[src/rtl/core/ec_signature_generator_top_macros.svh]
// ----------------------------------------------------------------------------
// Assertion macros for the signature generator
// Concurrent checks clocked on i_clk and disabled while in reset.
// ----------------------------------------------------------------------------
`ifndef EC_SIGNATURE_GENERATOR_TOP_MACROS_SVH
`define EC_SIGNATURE_GENERATOR_TOP_MACROS_SVH

// same-cycle implication
`define ECS_CHECK_NOW(label, ante, cons) \
    label: assert property (@(posedge i_clk) disable iff (!i_rst_n) (ante) |-> (cons)) \
        else $error("ecs check failed");

// next-cycle implication
`define ECS_CHECK_NEXT(label, ante, cons) \
    label: assert property (@(posedge i_clk) disable iff (!i_rst_n) (ante) |=> (cons)) \
        else $error("ecs check failed");

`endif

[src/rtl/core/ecs_pkg.sv]
// ----------------------------------------------------------------------------
// ecs_pkg
// Types, codes and constants shared by the signature generator modules.
// ----------------------------------------------------------------------------
package ecs_pkg;

    localparam int FIELD_W = 16;
    localparam int CFG_IDX_W = 3;

    // configuration register indexes
    localparam logic [CFG_IDX_W-1:0] CFG_CURVE_A     = 3'd0;
    localparam logic [CFG_IDX_W-1:0] CFG_FIELD_PRIME = 3'd1;
    localparam logic [CFG_IDX_W-1:0] CFG_GROUP_ORDER = 3'd2;
    localparam logic [CFG_IDX_W-1:0] CFG_BASE_X      = 3'd3;
    localparam logic [CFG_IDX_W-1:0] CFG_BASE_Y      = 3'd4;
    localparam logic [CFG_IDX_W-1:0] CFG_PRIVATE_KEY = 3'd5;

    localparam logic [FIELD_W-1:0] RST_FIELD_PRIME = 16'd751;
    localparam logic [FIELD_W-1:0] RST_GROUP_ORDER = 16'd13;

    // result status
    localparam logic [1:0] STS_OK         = 2'd0;
    localparam logic [1:0] STS_NONCE_ZERO = 2'd1;
    localparam logic [1:0] STS_ZERO_DEN   = 2'd2;
    localparam logic [1:0] STS_NOT_INV    = 2'd3;

    // modular ALU operations
    localparam logic [2:0] OP_MOD = 3'd0;
    localparam logic [2:0] OP_MUL = 3'd1;
    localparam logic [2:0] OP_ADD = 3'd2;
    localparam logic [2:0] OP_SUB = 3'd3;
    localparam logic [2:0] OP_INV = 3'd4;

    // operand / destination selects
    localparam logic [3:0] SEL_BX  = 4'd0;
    localparam logic [3:0] SEL_BY  = 4'd1;
    localparam logic [3:0] SEL_CA  = 4'd2;
    localparam logic [3:0] SEL_K   = 4'd3;
    localparam logic [3:0] SEL_H   = 4'd4;
    localparam logic [3:0] SEL_D   = 4'd5;
    localparam logic [3:0] SEL_GX  = 4'd6;
    localparam logic [3:0] SEL_GY  = 4'd7;
    localparam logic [3:0] SEL_A   = 4'd8;
    localparam logic [3:0] SEL_AX  = 4'd9;
    localparam logic [3:0] SEL_AY  = 4'd10;
    localparam logic [3:0] SEL_T   = 4'd11;
    localparam logic [3:0] SEL_U   = 4'd12;
    localparam logic [3:0] SEL_LAM = 4'd13;
    localparam logic [3:0] SEL_Z   = 4'd14;
    localparam logic [3:0] SEL_R   = 4'd15;

    typedef struct packed {
        logic [FIELD_W-1:0] nonce;
        logic [FIELD_W-1:0] msg_hash;
    } t_in_item;

    typedef struct packed {
        logic [FIELD_W-1:0] sig_r;
        logic [FIELD_W-1:0] sig_s;
        logic [1:0]         status;
    } t_out_item;

    typedef struct packed {
        logic [2:0]         op;
        logic [FIELD_W-1:0] a;
        logic [FIELD_W-1:0] b;
        logic [FIELD_W-1:0] m;
    } t_alu_cmd;

    typedef struct packed {
        logic               done;
        logic               fail;
        logic [FIELD_W-1:0] res;
    } t_alu_sts;

    typedef struct packed {
        logic       load;
        logic       init;
        logic       upd;
        logic       go;
        logic [2:0] op;
        logic [3:0] a_sel;
        logic [3:0] b_sel;
        logic       use_q;
        logic [3:0] dst;
    } t_dp_cmd;

    typedef struct packed {
        logic k_zero;
        logic k_lt2;
        logic p_lt2;
        logic q_lt2;
        logic cnt_zero;
        logic alu_done;
        logic alu_fail;
    } t_dp_sts;

endpackage

[src/rtl/core/ec_signature_generator_top.sv]
// Run time grows with nonce k: a doubling when k >= 2, then k-2 point additions, each
//   with a modular inverse over the field, and the inverse of k over the group order.
// One signature at a time; the next is taken in the cycle the strobe shows.
// The run time is set by the bit-serial modular ALU.
// Reset: synchronous, active low; control and configuration registers return to their defaults, no clearing pass.
// ----------------------------------------------------------------------------
// ec_signature_generator_top
// Prime-field curve signer: r = x(kG) mod q, s = k^-1 (h + d r) mod q.
// ----------------------------------------------------------------------------
`include "ec_signature_generator_top_macros.svh"

module ec_signature_generator_top (
    input  logic                                i_clk,
    input  logic                                i_rst_n,
    input  logic                                start,
    output logic                                busy,
    input  ecs_pkg::t_in_item                   i_item,
    output logic                                o_valid,
    output ecs_pkg::t_out_item                  o_item,
    input  logic                                i_cfg_valid,
    output logic                                o_cfg_ready,
    input  logic [ecs_pkg::CFG_IDX_W-1:0]       i_cfg_index,
    input  logic [ecs_pkg::FIELD_W-1:0]         i_cfg_data
);
    import ecs_pkg::*;

    t_dp_cmd            dp_cmd;
    t_dp_sts            dp_sts;
    logic [FIELD_W-1:0] sig_r, sig_s;
    logic [1:0]         status;

    assign o_cfg_ready = 1'b1;

    ecs_ctrl u_ctrl (
        .i_clk    (i_clk),
        .i_rst_n  (i_rst_n),
        .i_start  (start),
        .i_sts    (dp_sts),
        .o_cmd    (dp_cmd),
        .o_busy   (busy),
        .o_valid  (o_valid),
        .o_status (status)
    );

    ecs_datapath u_dp (
        .i_clk       (i_clk),
        .i_rst_n     (i_rst_n),
        .i_cfg_we    (i_cfg_valid & o_cfg_ready),
        .i_cfg_index (i_cfg_index),
        .i_cfg_data  (i_cfg_data),
        .i_item      (i_item),
        .i_cmd       (dp_cmd),
        .o_sts       (dp_sts),
        .o_r         (sig_r),
        .o_s         (sig_s)
    );

    // result transaction: signature fields read as zero on any error
    assign o_item.sig_r  = (status == STS_OK) ? sig_r : '0;
    assign o_item.sig_s  = (status == STS_OK) ? sig_s : '0;
    assign o_item.status = status;

    `ECS_CHECK_NOW(a_valid_when_idle, o_valid, !busy)
    `ECS_CHECK_NEXT(a_valid_single, o_valid, !o_valid)
    `ECS_CHECK_NEXT(a_start_goes_busy, start && !busy, busy)
    `ECS_CHECK_NOW(a_valid_after_work, o_valid, $past(busy))

endmodule

[src/rtl/core/ecs_alu.sv]
// ----------------------------------------------------------------------------
// ecs_alu
// Bit-serial modular unit: reduce, multiply, add, subtract and inverse
// (extended Euclid with a restoring divider and shift-add multiplier).
// ----------------------------------------------------------------------------
module ecs_alu (
    input  logic              i_clk,
    input  logic              i_rst_n,
    input  logic              i_go,
    input  ecs_pkg::t_alu_cmd i_cmd,
    output ecs_pkg::t_alu_sts o_sts
);
    import ecs_pkg::*;

    localparam int W     = FIELD_W;
    localparam int CNT_W = $clog2(W + 1);

    localparam logic [2:0] A_IDLE    = 3'd0;
    localparam logic [2:0] A_DIV     = 3'd1;
    localparam logic [2:0] A_MUL     = 3'd2;
    localparam logic [2:0] A_INV_RED = 3'd3;
    localparam logic [2:0] A_INV_DIV = 3'd4;
    localparam logic [2:0] A_INV_MUL = 3'd5;
    localparam logic [2:0] A_INV_SUB = 3'd6;
    localparam logic [2:0] A_DONE    = 3'd7;

    logic [2:0]       r_st, n_st;
    logic [CNT_W-1:0] r_cnt, n_cnt;
    logic [W-1:0]     r_dvd, n_dvd, r_dvs, n_dvs, r_rem, n_rem, r_quo, n_quo;
    logic [W-1:0]     r_acc, n_acc, r_a, n_a, r_m, n_m;
    logic [W-1:0]     r_r0, n_r0, r_r1, n_r1, r_t0, n_t0, r_t1, n_t1;
    logic [W-1:0]     r_res, n_res;
    logic             r_fail, n_fail;

    logic [W:0]   rem_sh, rem_sub;
    logic         rem_ge, last;
    logic [W-1:0] rem_nx, quo_nx, dbl, acc_nx, tn;

    // conditional subtract of m from a value below 2m
    function automatic logic [W-1:0] fix(input logic [W:0] x, input logic [W-1:0] m);
        logic [W:0] d;
        d = x - {1'b0, m};
        return (x >= {1'b0, m}) ? d[W-1:0] : x[W-1:0];
    endfunction

    // one divider bit and one multiplier bit per cycle
    always_comb begin
        rem_sh  = {r_rem, r_dvd[W-1]};
        rem_ge  = rem_sh >= {1'b0, r_dvs};
        rem_sub = rem_sh - {1'b0, r_dvs};
        rem_nx  = rem_ge ? rem_sub[W-1:0] : rem_sh[W-1:0];
        quo_nx  = {r_quo[W-2:0], rem_ge};
        dbl     = fix({r_acc, 1'b0}, r_m);
        acc_nx  = fix({1'b0, dbl} + (r_quo[W-1] ? {1'b0, r_a} : {(W+1){1'b0}}), r_m);
        tn      = fix({1'b0, r_t0} + {1'b0, r_m} - {1'b0, r_acc}, r_m);
        last    = (r_cnt == CNT_W'(1));
    end

    // sequencing
    always_comb begin
        n_st = r_st; n_cnt = r_cnt; n_dvd = r_dvd; n_dvs = r_dvs; n_rem = r_rem;
        n_quo = r_quo; n_acc = r_acc; n_a = r_a; n_m = r_m; n_r0 = r_r0;
        n_r1 = r_r1; n_t0 = r_t0; n_t1 = r_t1; n_res = r_res; n_fail = r_fail;
        case (r_st)
            A_IDLE: begin
                if (i_go) begin
                    n_m    = i_cmd.m;
                    n_a    = i_cmd.a;
                    n_fail = 1'b0;
                    n_cnt  = CNT_W'(W);
                    n_dvd  = i_cmd.a;
                    n_dvs  = i_cmd.m;
                    n_rem  = '0;
                    n_acc  = '0;
                    n_quo  = i_cmd.b;
                    case (i_cmd.op)
                        OP_MOD: n_st = A_DIV;
                        OP_MUL: n_st = A_MUL;
                        OP_ADD: begin
                            n_res = fix({1'b0, i_cmd.a} + {1'b0, i_cmd.b}, i_cmd.m);
                            n_st  = A_DONE;
                        end
                        OP_SUB: begin
                            n_res = fix({1'b0, i_cmd.a} + {1'b0, i_cmd.m} - {1'b0, i_cmd.b},
                                        i_cmd.m);
                            n_st  = A_DONE;
                        end
                        OP_INV: begin
                            n_r0 = i_cmd.m;
                            n_t0 = '0;
                            n_t1 = W'(1);
                            n_st = A_INV_RED;
                        end
                        default: n_st = A_DONE;
                    endcase
                end
            end
            A_DIV: begin
                n_rem = rem_nx;
                n_dvd = {r_dvd[W-2:0], 1'b0};
                n_cnt = r_cnt - CNT_W'(1);
                if (last) begin
                    n_res = rem_nx;
                    n_st  = A_DONE;
                end
            end
            A_MUL: begin
                n_acc = acc_nx;
                n_quo = {r_quo[W-2:0], 1'b0};
                n_cnt = r_cnt - CNT_W'(1);
                if (last) begin
                    n_res = acc_nx;
                    n_st  = A_DONE;
                end
            end
            A_INV_RED: begin
                n_rem = rem_nx;
                n_dvd = {r_dvd[W-2:0], 1'b0};
                n_cnt = r_cnt - CNT_W'(1);
                if (last) begin
                    n_r1 = rem_nx;
                    if (rem_nx == '0) begin
                        n_fail = (r_r0 != W'(1));
                        n_res  = r_t0;
                        n_st   = A_DONE;
                    end else begin
                        n_dvd = r_r0;
                        n_dvs = rem_nx;
                        n_rem = '0;
                        n_cnt = CNT_W'(W);
                        n_st  = A_INV_DIV;
                    end
                end
            end
            A_INV_DIV: begin
                n_rem = rem_nx;
                n_quo = quo_nx;
                n_dvd = {r_dvd[W-2:0], 1'b0};
                n_cnt = r_cnt - CNT_W'(1);
                if (last) begin
                    // quotient times t1, reduced mod m
                    n_acc = '0;
                    n_a   = r_t1;
                    n_cnt = CNT_W'(W);
                    n_st  = A_INV_MUL;
                end
            end
            A_INV_MUL: begin
                n_acc = acc_nx;
                n_quo = {r_quo[W-2:0], 1'b0};
                n_cnt = r_cnt - CNT_W'(1);
                if (last) n_st = A_INV_SUB;
            end
            A_INV_SUB: begin
                n_t0 = r_t1;
                n_t1 = tn;
                n_r0 = r_r1;
                n_r1 = r_rem;
                if (r_rem == '0) begin
                    n_fail = (r_r1 != W'(1));
                    n_res  = r_t1;
                    n_st   = A_DONE;
                end else begin
                    n_dvd = r_r1;
                    n_dvs = r_rem;
                    n_rem = '0;
                    n_cnt = CNT_W'(W);
                    n_st  = A_INV_DIV;
                end
            end
            A_DONE:  n_st = A_IDLE;
            default: n_st = A_IDLE;
        endcase
    end

    // control state
    always_ff @(posedge i_clk) begin
        if (!i_rst_n) begin
            r_st <= A_IDLE;
        end else begin
            r_st <= n_st;
        end
    end

    // datapath registers
    always_ff @(posedge i_clk) begin
        r_cnt <= n_cnt; r_dvd <= n_dvd; r_dvs <= n_dvs; r_rem <= n_rem;
        r_quo <= n_quo; r_acc <= n_acc; r_a <= n_a; r_m <= n_m;
        r_r0 <= n_r0; r_r1 <= n_r1; r_t0 <= n_t0; r_t1 <= n_t1;
        r_res <= n_res; r_fail <= n_fail;
    end

    assign o_sts.done = (r_st == A_DONE);
    assign o_sts.fail = r_fail;
    assign o_sts.res  = r_res;

endmodule

[src/rtl/core/ecs_datapath.sv]
// ----------------------------------------------------------------------------
// ecs_datapath
// Configuration registers, working point registers, operand selection and
// the modular ALU.
// ----------------------------------------------------------------------------
module ecs_datapath (
    input  logic                                i_clk,
    input  logic                                i_rst_n,
    input  logic                                i_cfg_we,
    input  logic [ecs_pkg::CFG_IDX_W-1:0]       i_cfg_index,
    input  logic [ecs_pkg::FIELD_W-1:0]         i_cfg_data,
    input  ecs_pkg::t_in_item                   i_item,
    input  ecs_pkg::t_dp_cmd                    i_cmd,
    output ecs_pkg::t_dp_sts                    o_sts,
    output logic [ecs_pkg::FIELD_W-1:0]         o_r,
    output logic [ecs_pkg::FIELD_W-1:0]         o_s
);
    import ecs_pkg::*;

    localparam int W = FIELD_W;

    logic [W-1:0] r_ca, r_p, r_q, r_bx, r_by, r_d;
    logic [W-1:0] r_k, r_h, r_gx, r_gy, r_a, r_ax, r_ay, r_t, r_u, r_lam, r_z, r_r;
    logic [W-1:0] r_cnt;

    t_alu_cmd alu_cmd;
    t_alu_sts alu_sts;

    function automatic logic [W-1:0] pick(input logic [3:0] sel,
        input logic [W-1:0] bx, by, ca, k, h, d, gx, gy, a, ax, ay, t, u, lam, z, r);
        logic [W-1:0] v;
        case (sel)
            SEL_BX:  v = bx;
            SEL_BY:  v = by;
            SEL_CA:  v = ca;
            SEL_K:   v = k;
            SEL_H:   v = h;
            SEL_D:   v = d;
            SEL_GX:  v = gx;
            SEL_GY:  v = gy;
            SEL_A:   v = a;
            SEL_AX:  v = ax;
            SEL_AY:  v = ay;
            SEL_T:   v = t;
            SEL_U:   v = u;
            SEL_LAM: v = lam;
            SEL_Z:   v = z;
            SEL_R:   v = r;
            default: v = '0;
        endcase
        return v;
    endfunction

    // operand selection
    always_comb begin
        alu_cmd.op = i_cmd.op;
        alu_cmd.a  = pick(i_cmd.a_sel, r_bx, r_by, r_ca, r_k, r_h, r_d, r_gx, r_gy,
                          r_a, r_ax, r_ay, r_t, r_u, r_lam, r_z, r_r);
        alu_cmd.b  = pick(i_cmd.b_sel, r_bx, r_by, r_ca, r_k, r_h, r_d, r_gx, r_gy,
                          r_a, r_ax, r_ay, r_t, r_u, r_lam, r_z, r_r);
        alu_cmd.m  = i_cmd.use_q ? r_q : r_p;
    end

    ecs_alu u_alu (
        .i_clk   (i_clk),
        .i_rst_n (i_rst_n),
        .i_go    (i_cmd.go),
        .i_cmd   (alu_cmd),
        .o_sts   (alu_sts)
    );

    // configuration registers
    always_ff @(posedge i_clk) begin
        if (!i_rst_n) begin
            r_ca <= '0;
            r_p  <= RST_FIELD_PRIME;
            r_q  <= RST_GROUP_ORDER;
            r_bx <= '0;
            r_by <= '0;
            r_d  <= '0;
        end else if (i_cfg_we) begin
            case (i_cfg_index)
                CFG_CURVE_A:     r_ca <= i_cfg_data;
                CFG_FIELD_PRIME: r_p  <= i_cfg_data;
                CFG_GROUP_ORDER: r_q  <= i_cfg_data;
                CFG_BASE_X:      r_bx <= i_cfg_data;
                CFG_BASE_Y:      r_by <= i_cfg_data;
                CFG_PRIVATE_KEY: r_d  <= i_cfg_data;
                default: ;
            endcase
        end
    end

    // working registers and ALU write-back
    always_ff @(posedge i_clk) begin
        if (i_cmd.load) begin
            r_k <= i_item.nonce;
            r_h <= i_item.msg_hash;
        end
        if (i_cmd.init) begin
            r_ax  <= r_gx;
            r_ay  <= r_gy;
            r_cnt <= r_k - W'(2);
        end
        if (i_cmd.upd) begin
            r_ax  <= r_t;
            r_cnt <= r_cnt - W'(1);
        end
        if (alu_sts.done) begin
            case (i_cmd.dst)
                SEL_GX:  r_gx  <= alu_sts.res;
                SEL_GY:  r_gy  <= alu_sts.res;
                SEL_A:   r_a   <= alu_sts.res;
                SEL_AY:  r_ay  <= alu_sts.res;
                SEL_T:   r_t   <= alu_sts.res;
                SEL_U:   r_u   <= alu_sts.res;
                SEL_LAM: r_lam <= alu_sts.res;
                SEL_Z:   r_z   <= alu_sts.res;
                SEL_R:   r_r   <= alu_sts.res;
                default: ;
            endcase
        end
    end

    // status back to the controller
    assign o_sts.k_zero   = (r_k == '0);
    assign o_sts.k_lt2    = (r_k < W'(2));
    assign o_sts.p_lt2    = (r_p < W'(2));
    assign o_sts.q_lt2    = (r_q < W'(2));
    assign o_sts.cnt_zero = (r_cnt == '0);
    assign o_sts.alu_done = alu_sts.done;
    assign o_sts.alu_fail = alu_sts.fail;

    assign o_r = r_r;
    assign o_s = r_t;

endmodule

[src/rtl/core/ecs_ctrl.sv]
// ----------------------------------------------------------------------------
// ecs_ctrl
// Sequencer for the signature: base reduction, point doubling, repeated
// point addition, then r and s over the group order.
// ----------------------------------------------------------------------------
module ecs_ctrl (
    input  logic             i_clk,
    input  logic             i_rst_n,
    input  logic             i_start,
    input  ecs_pkg::t_dp_sts i_sts,
    output ecs_pkg::t_dp_cmd o_cmd,
    output logic             o_busy,
    output logic             o_valid,
    output logic [1:0]       o_status
);
    import ecs_pkg::*;

    localparam logic [5:0] S_IDLE  = 6'd0;
    localparam logic [5:0] S_CHK   = 6'd1;
    localparam logic [5:0] S_GX    = 6'd2;
    localparam logic [5:0] S_GY    = 6'd3;
    localparam logic [5:0] S_A     = 6'd4;
    localparam logic [5:0] S_INIT  = 6'd5;
    localparam logic [5:0] S_D_T   = 6'd6;
    localparam logic [5:0] S_D_U1  = 6'd7;
    localparam logic [5:0] S_D_U2  = 6'd8;
    localparam logic [5:0] S_D_NUM = 6'd9;
    localparam logic [5:0] S_D_DEN = 6'd10;
    localparam logic [5:0] S_INV_P = 6'd11;
    localparam logic [5:0] S_F_LAM = 6'd12;
    localparam logic [5:0] S_F_T1  = 6'd13;
    localparam logic [5:0] S_F_T2  = 6'd14;
    localparam logic [5:0] S_F_T3  = 6'd15;
    localparam logic [5:0] S_F_U1  = 6'd16;
    localparam logic [5:0] S_F_U2  = 6'd17;
    localparam logic [5:0] S_F_AY  = 6'd18;
    localparam logic [5:0] S_F_UPD = 6'd19;
    localparam logic [5:0] S_A_NUM = 6'd20;
    localparam logic [5:0] S_A_DEN = 6'd21;
    localparam logic [5:0] S_QCHK  = 6'd22;
    localparam logic [5:0] S_Z     = 6'd23;
    localparam logic [5:0] S_R     = 6'd24;
    localparam logic [5:0] S_HQ    = 6'd25;
    localparam logic [5:0] S_DQ    = 6'd26;
    localparam logic [5:0] S_DR    = 6'd27;
    localparam logic [5:0] S_SUM   = 6'd28;
    localparam logic [5:0] S_SIG   = 6'd29;

    logic [5:0] r_state, n_state, nxt;
    logic       r_wait, n_wait, r_valid, n_valid;
    logic [1:0] r_status, n_status;
    logic       is_alu;

    // ALU operation issued in each ALU state
    always_comb begin
        o_cmd  = '0;
        is_alu = 1'b1;
        nxt    = S_IDLE;
        case (r_state)
            S_GX: begin
                o_cmd.op = OP_MOD; o_cmd.a_sel = SEL_BX; o_cmd.dst = SEL_GX; nxt = S_GY;
            end
            S_GY: begin
                o_cmd.op = OP_MOD; o_cmd.a_sel = SEL_BY; o_cmd.dst = SEL_GY; nxt = S_A;
            end
            S_A: begin
                o_cmd.op = OP_MOD; o_cmd.a_sel = SEL_CA; o_cmd.dst = SEL_A; nxt = S_INIT;
            end
            S_D_T: begin
                o_cmd.op = OP_MUL; o_cmd.a_sel = SEL_GX; o_cmd.b_sel = SEL_GX;
                o_cmd.dst = SEL_T; nxt = S_D_U1;
            end
            S_D_U1: begin
                o_cmd.op = OP_ADD; o_cmd.a_sel = SEL_T; o_cmd.b_sel = SEL_T;
                o_cmd.dst = SEL_U; nxt = S_D_U2;
            end
            S_D_U2: begin
                o_cmd.op = OP_ADD; o_cmd.a_sel = SEL_U; o_cmd.b_sel = SEL_T;
                o_cmd.dst = SEL_U; nxt = S_D_NUM;
            end
            S_D_NUM: begin
                o_cmd.op = OP_ADD; o_cmd.a_sel = SEL_U; o_cmd.b_sel = SEL_A;
                o_cmd.dst = SEL_T; nxt = S_D_DEN;
            end
            S_D_DEN: begin
                o_cmd.op = OP_ADD; o_cmd.a_sel = SEL_GY; o_cmd.b_sel = SEL_GY;
                o_cmd.dst = SEL_U; nxt = S_INV_P;
            end
            S_INV_P: begin
                o_cmd.op = OP_INV; o_cmd.a_sel = SEL_U; o_cmd.dst = SEL_U; nxt = S_F_LAM;
            end
            S_F_LAM: begin
                o_cmd.op = OP_MUL; o_cmd.a_sel = SEL_T; o_cmd.b_sel = SEL_U;
                o_cmd.dst = SEL_LAM; nxt = S_F_T1;
            end
            S_F_T1: begin
                o_cmd.op = OP_MUL; o_cmd.a_sel = SEL_LAM; o_cmd.b_sel = SEL_LAM;
                o_cmd.dst = SEL_T; nxt = S_F_T2;
            end
            S_F_T2: begin
                o_cmd.op = OP_SUB; o_cmd.a_sel = SEL_T; o_cmd.b_sel = SEL_AX;
                o_cmd.dst = SEL_T; nxt = S_F_T3;
            end
            S_F_T3: begin
                o_cmd.op = OP_SUB; o_cmd.a_sel = SEL_T; o_cmd.b_sel = SEL_GX;
                o_cmd.dst = SEL_T; nxt = S_F_U1;
            end
            S_F_U1: begin
                o_cmd.op = OP_SUB; o_cmd.a_sel = SEL_AX; o_cmd.b_sel = SEL_T;
                o_cmd.dst = SEL_U; nxt = S_F_U2;
            end
            S_F_U2: begin
                o_cmd.op = OP_MUL; o_cmd.a_sel = SEL_LAM; o_cmd.b_sel = SEL_U;
                o_cmd.dst = SEL_U; nxt = S_F_AY;
            end
            S_F_AY: begin
                o_cmd.op = OP_SUB; o_cmd.a_sel = SEL_U; o_cmd.b_sel = SEL_AY;
                o_cmd.dst = SEL_AY; nxt = S_F_UPD;
            end
            S_A_NUM: begin
                o_cmd.op = OP_SUB; o_cmd.a_sel = SEL_GY; o_cmd.b_sel = SEL_AY;
                o_cmd.dst = SEL_T; nxt = S_A_DEN;
            end
            S_A_DEN: begin
                o_cmd.op = OP_SUB; o_cmd.a_sel = SEL_GX; o_cmd.b_sel = SEL_AX;
                o_cmd.dst = SEL_U; nxt = S_INV_P;
            end
            S_Z: begin
                o_cmd.op = OP_INV; o_cmd.a_sel = SEL_K; o_cmd.use_q = 1'b1;
                o_cmd.dst = SEL_Z; nxt = S_R;
            end
            S_R: begin
                o_cmd.op = OP_MOD; o_cmd.a_sel = SEL_AX; o_cmd.use_q = 1'b1;
                o_cmd.dst = SEL_R; nxt = S_HQ;
            end
            S_HQ: begin
                o_cmd.op = OP_MOD; o_cmd.a_sel = SEL_H; o_cmd.use_q = 1'b1;
                o_cmd.dst = SEL_T; nxt = S_DQ;
            end
            S_DQ: begin
                o_cmd.op = OP_MOD; o_cmd.a_sel = SEL_D; o_cmd.use_q = 1'b1;
                o_cmd.dst = SEL_U; nxt = S_DR;
            end
            S_DR: begin
                o_cmd.op = OP_MUL; o_cmd.a_sel = SEL_U; o_cmd.b_sel = SEL_R;
                o_cmd.use_q = 1'b1; o_cmd.dst = SEL_U; nxt = S_SUM;
            end
            S_SUM: begin
                o_cmd.op = OP_ADD; o_cmd.a_sel = SEL_T; o_cmd.b_sel = SEL_U;
                o_cmd.use_q = 1'b1; o_cmd.dst = SEL_T; nxt = S_SIG;
            end
            S_SIG: begin
                o_cmd.op = OP_MUL; o_cmd.a_sel = SEL_Z; o_cmd.b_sel = SEL_T;
                o_cmd.use_q = 1'b1; o_cmd.dst = SEL_T; nxt = S_IDLE;
            end
            default: is_alu = 1'b0;
        endcase

        // state transitions
        n_state  = r_state;
        n_wait   = r_wait;
        n_valid  = 1'b0;
        n_status = r_status;
        case (r_state)
            S_IDLE: begin
                if (i_start) begin
                    o_cmd.load = 1'b1;
                    n_state    = S_CHK;
                end
            end
            S_CHK: begin
                if (i_sts.k_zero) begin
                    n_valid = 1'b1; n_status = STS_NONCE_ZERO; n_state = S_IDLE;
                end else if (i_sts.p_lt2) begin
                    n_valid = 1'b1; n_status = STS_ZERO_DEN; n_state = S_IDLE;
                end else begin
                    n_state = S_GX;
                end
            end
            S_INIT: begin
                o_cmd.init = 1'b1;
                n_state    = i_sts.k_lt2 ? S_QCHK : S_D_T;
            end
            S_F_UPD: begin
                o_cmd.upd = 1'b1;
                n_state   = i_sts.cnt_zero ? S_QCHK : S_A_NUM;
            end
            S_QCHK: begin
                if (i_sts.q_lt2) begin
                    n_valid = 1'b1; n_status = STS_NOT_INV; n_state = S_IDLE;
                end else begin
                    n_state = S_Z;
                end
            end
            default: begin
                if (is_alu) begin
                    if (!r_wait) begin
                        o_cmd.go = 1'b1;
                        n_wait   = 1'b1;
                    end else if (i_sts.alu_done) begin
                        n_wait = 1'b0;
                        if (r_state == S_INV_P && i_sts.alu_fail) begin
                            n_valid = 1'b1; n_status = STS_ZERO_DEN; n_state = S_IDLE;
                        end else if (r_state == S_Z && i_sts.alu_fail) begin
                            n_valid = 1'b1; n_status = STS_NOT_INV; n_state = S_IDLE;
                        end else if (r_state == S_SIG) begin
                            n_valid = 1'b1; n_status = STS_OK; n_state = S_IDLE;
                        end else begin
                            n_state = nxt;
                        end
                    end
                end else begin
                    n_state = S_IDLE;
                end
            end
        endcase
    end

    always_ff @(posedge i_clk) begin
        if (!i_rst_n) begin
            r_state  <= S_IDLE;
            r_wait   <= 1'b0;
            r_valid  <= 1'b0;
            r_status <= STS_OK;
        end else begin
            r_state  <= n_state;
            r_wait   <= n_wait;
            r_valid  <= n_valid;
            r_status <= n_status;
        end
    end

    assign o_busy   = (r_state != S_IDLE);
    assign o_valid  = r_valid;
    assign o_status = r_status;

endmodule

[config.mk]
export PLATFORM = sky130hd
export DESIGN_NAME = ec_signature_generator_top
export DESIGN_NICKNAME = d
export VERILOG_FILES = /design/src/rtl/core/ecs_pkg.sv /design/src/rtl/core/ec_signature_generator_top.sv /design/src/rtl/core/ecs_alu.sv /design/src/rtl/core/ecs_datapath.sv /design/src/rtl/core/ecs_ctrl.sv
export VERILOG_INCLUDE_DIRS = /design/src /design/src/rtl/core
export SDC_FILE = /design/constraint.sdc
export NUM_CORES = 1
export LEC_CHECK = 0
export BUFFER_PORTS_ARGS = -buffer_cell sky130_fd_sc_hd__buf_2
export CAP_MARGIN = 20
export CORE_ASPECT_RATIO = 1.5
export CORE_MARGIN = 2
export CORE_UTILIZATION = 55
export DETAILED_ROUTE_END_ITERATION = 12
export PLACE_DENSITY = 0.74
export SYNTH_ARGS = -nofsm -noshare
export SYNTH_HDL_FRONTEND = slang
export SYNTH_SLANG_ARGS = --single-unit
[constraint.sdc]
create_clock -name i_clk -period 7.15 [get_ports i_clk]
set_input_delay 1.43 -clock i_clk [delete_from_list [all_inputs] [get_ports i_clk]]
set_output_delay 1.43 -clock i_clk [all_outputs]
set_load 0.03 [all_outputs]
==> flow_summary.toml <==
[synthesis]
synthArstFlopShare_pct = 0
synth.most_common_cell = "nand2_1"
yosys-top-cells-area = "edfxtp_1 36%, dfxtp_1 7.6%, ha_1 6.3%, a21oi_1 5.0%, nand2_1 4.5%"
synth.area.mux_share_pct = 4.21
synth_edf_count = 390
synthTopCellsByCount = "393 x nand2_1, 390 x edfxtp_1, 325 x a21oi_1"
synth_xor_area_share_pct = 3.88
synth_top_family_by_area = "compound AO/OA/AOI/OAI gates"
yosys_most_used_dff = "edfxtp_1"
synth_fp_nets = 3692
synth_area_mm2 = 0.0325
synth-seq-cells = 514
syn_avg_cell_area_um2 = 9.48
synth_compound_area_share_pct = 19.9
synth_cells = 3432
synth_warnings = 0
synth.largest_area_cell = "edfxtp_1"
seq_area_frac_synth_pct = 43.6
yosys.area_share.adder_pct = 8.81
yosysTopAreaCellShare_pct = 36.0
synth.distinct_cells = 91
synth_simple_gate_area_share_pct = 15.3

[floorplanning]
die_h_um = 302
core_mm2 = 0.0586
fp-row-count = 109
die_w_um = 203
start_util_pct = 55.5
die_area_mm2 = 0.0611
io_pins = 92

[sta]
worst_slew_pin_slew_ns = 1.13
tns_ns = 0
final_hold_viol_count = 0
finalCritPeriodShare_pct = 98.3
skew_ns = 0.0189
clock.fmax_mhz = 142
setup_violations = 0
slew_viol_final = 0
finalCriticalPeriod_ns = 7.03
relSlewSlack_pct = 24.4
setup_ws_ns = 0.122

[drt]
met1_length_um = 40800
dr.max_layer_used = "met5"
remaining_drc_errors = 0
firstDrtPassIters = 11
wl_met2_um = 59600
post_drt_wl_per_cell_um = 28.0
drt_iter0_drc = 3601
vias = 29800
ant_nets = 0
vias_per_cell = 6.58
wl_met3_um = 10300
finalWirelength_um = 127000

[grt]
antenna_found_initial = 7
grt_pass1_vias = 28700
grt_remaining_overflow = 0
grt_pass1_wl_um = 182000
grtUsageTotal_pct = 40.7
grt_max_degree = 86

[clock_network]
clockBufferDepth = 3
clk_pin_slew_ns = 0.06
ctsHoldBuffers = 0
cts_buffers = 51
root_buffer = "clkbuf_16"
worstSkewPairLatency_ns = 0.62
clock-sinks = 514
cts_max_level = 2
cts_tree = "built"

[worst_setup_path]
endpoint_kind = "register"
cp_data_arrival_time_ns = 7.40
critical_path.max_stage_delay_ns = 0.43
r2r_setup_slack_ns = 0.12
startpoint_type = "register"
cp_slowest_cell = "edfxtp_1"
cp.required_ns = 7.52
crit_fanout = 8
crit_type = "register to register"
crit_buf_inv = 2
cpLargestDelayFamily = "compound AO/OA/AOI/OAI gates"

[final_layout]
syn_to_final_growth_pct = 16.7
layout-drive-gt1-share_pct = 17.1
stdcell_count = 4521
utilization_pct = 64.7
final_nets = 3954

[run]
cap_violations = 0

[place]
dp_cells = 4386
gp_congestion = 1.08
place_ws_ns = -0.702
post-dp-hpwl_um = 93800
port_buffers = 90

[worst_hold_path]
hold_path.class = "register to register"

[run_status]
outcome = "complete, no violations"
==> cell usage in the layout, fill, tap and decap left out, drive strengths merged, types with 33 or more instances in the layout <==
cell / instances
edfxtp: 390
nor3: 52
inv: 201
fa: 40
buf: 365
clkbuf: 68
a221oi: 33
nand2: 393
nand3: 88
a21oi: 326
dfxtp: 124
xnor2: 94
mux2i: 77
and2: 73
o21ai: 171
mux2: 53
nor2: 299
xor2: 50
a211oi: 49
ha: 165
a21o: 45
a22oi: 108
==> tightest hold or removal path, delay by kind of cell, from the launching register on <==
| family | cells | cell delay, ns |
|---|---|---|
| AOI/OAI and AO/OA | 1 | 0.05 |
| DFF | 1 | 0.31 |
| and+or+nand+nor | 1 | 0.05 |
==> layer usage <==
layer,up-vias,track usage (%)
li1,13200,-
met5,-,0
met4,6,39.0
met1,14100,41.9
met2,1781,68.4
met3,669,8.96
==> area by class of cell <==
class	count	area (um2)
diodes	9	22.5
clock inverters	29	319
well taps	777	972
clock buffers	65	1390
inverters	201	754
multi-input cells	2558	17600
flip-flops and latches	514	14200
fillers	4927	20700
repair buffers	368	2690
==> cells by family (layout without fill, tap and decap cells) <==
| kind of cell | after synthesis | count (layout) |
|---|---|---|
| and+or+nand+nor | 1088 | 1088 |
| buffers and inverters | 360 | 663 |
| xor gates and xnor gates | 144 | 144 |
| other | 1 | 10 |
| AOI/OAI and AO/OA | 990 | 990 |
| muxes | 130 | 130 |
| DFF | 514 | 514 |
| adders and majority gates | 205 | 205 |
==> metrics by stage <==
stage	hold slack, ns	area (um2)
final	0.458	37900
after global routing	0.475	37900
after CTS	0.456	37200
after detailed placement	0.447	35300
after global placement	0.441	35300
after floorplan	0.436	32500
==> what timing repair did <==
action | 4_1_cts | 5_1_grt
pin swaps | 3 | 41
gates cloned | 0 | 4
gates resized for setup | 21 | 102
buffers inserted | 3 | 21
setup endpoints to repair | 32 | 32
==> path summary, 6_finish.rpt <==
kind | startpoint | endpoint | cells past startpoint
setup / recovery | u_dp.u_alu.r_acc[0] | u_dp.u_alu.r_res[11] | 29
hold / removal | u_dp.r_ca[6] | u_dp.r_ca[6] | 2
setup reg to reg | u_dp.u_alu.r_acc[0] | u_dp.u_alu.r_res[11] | 29
hold reg to reg | u_dp.r_ca[6] | u_dp.r_ca[6] | 2
Power is left out: the tool's default activity adds up to more than one toggle a clock period on the data nets, which glitch-free logic cannot reach.
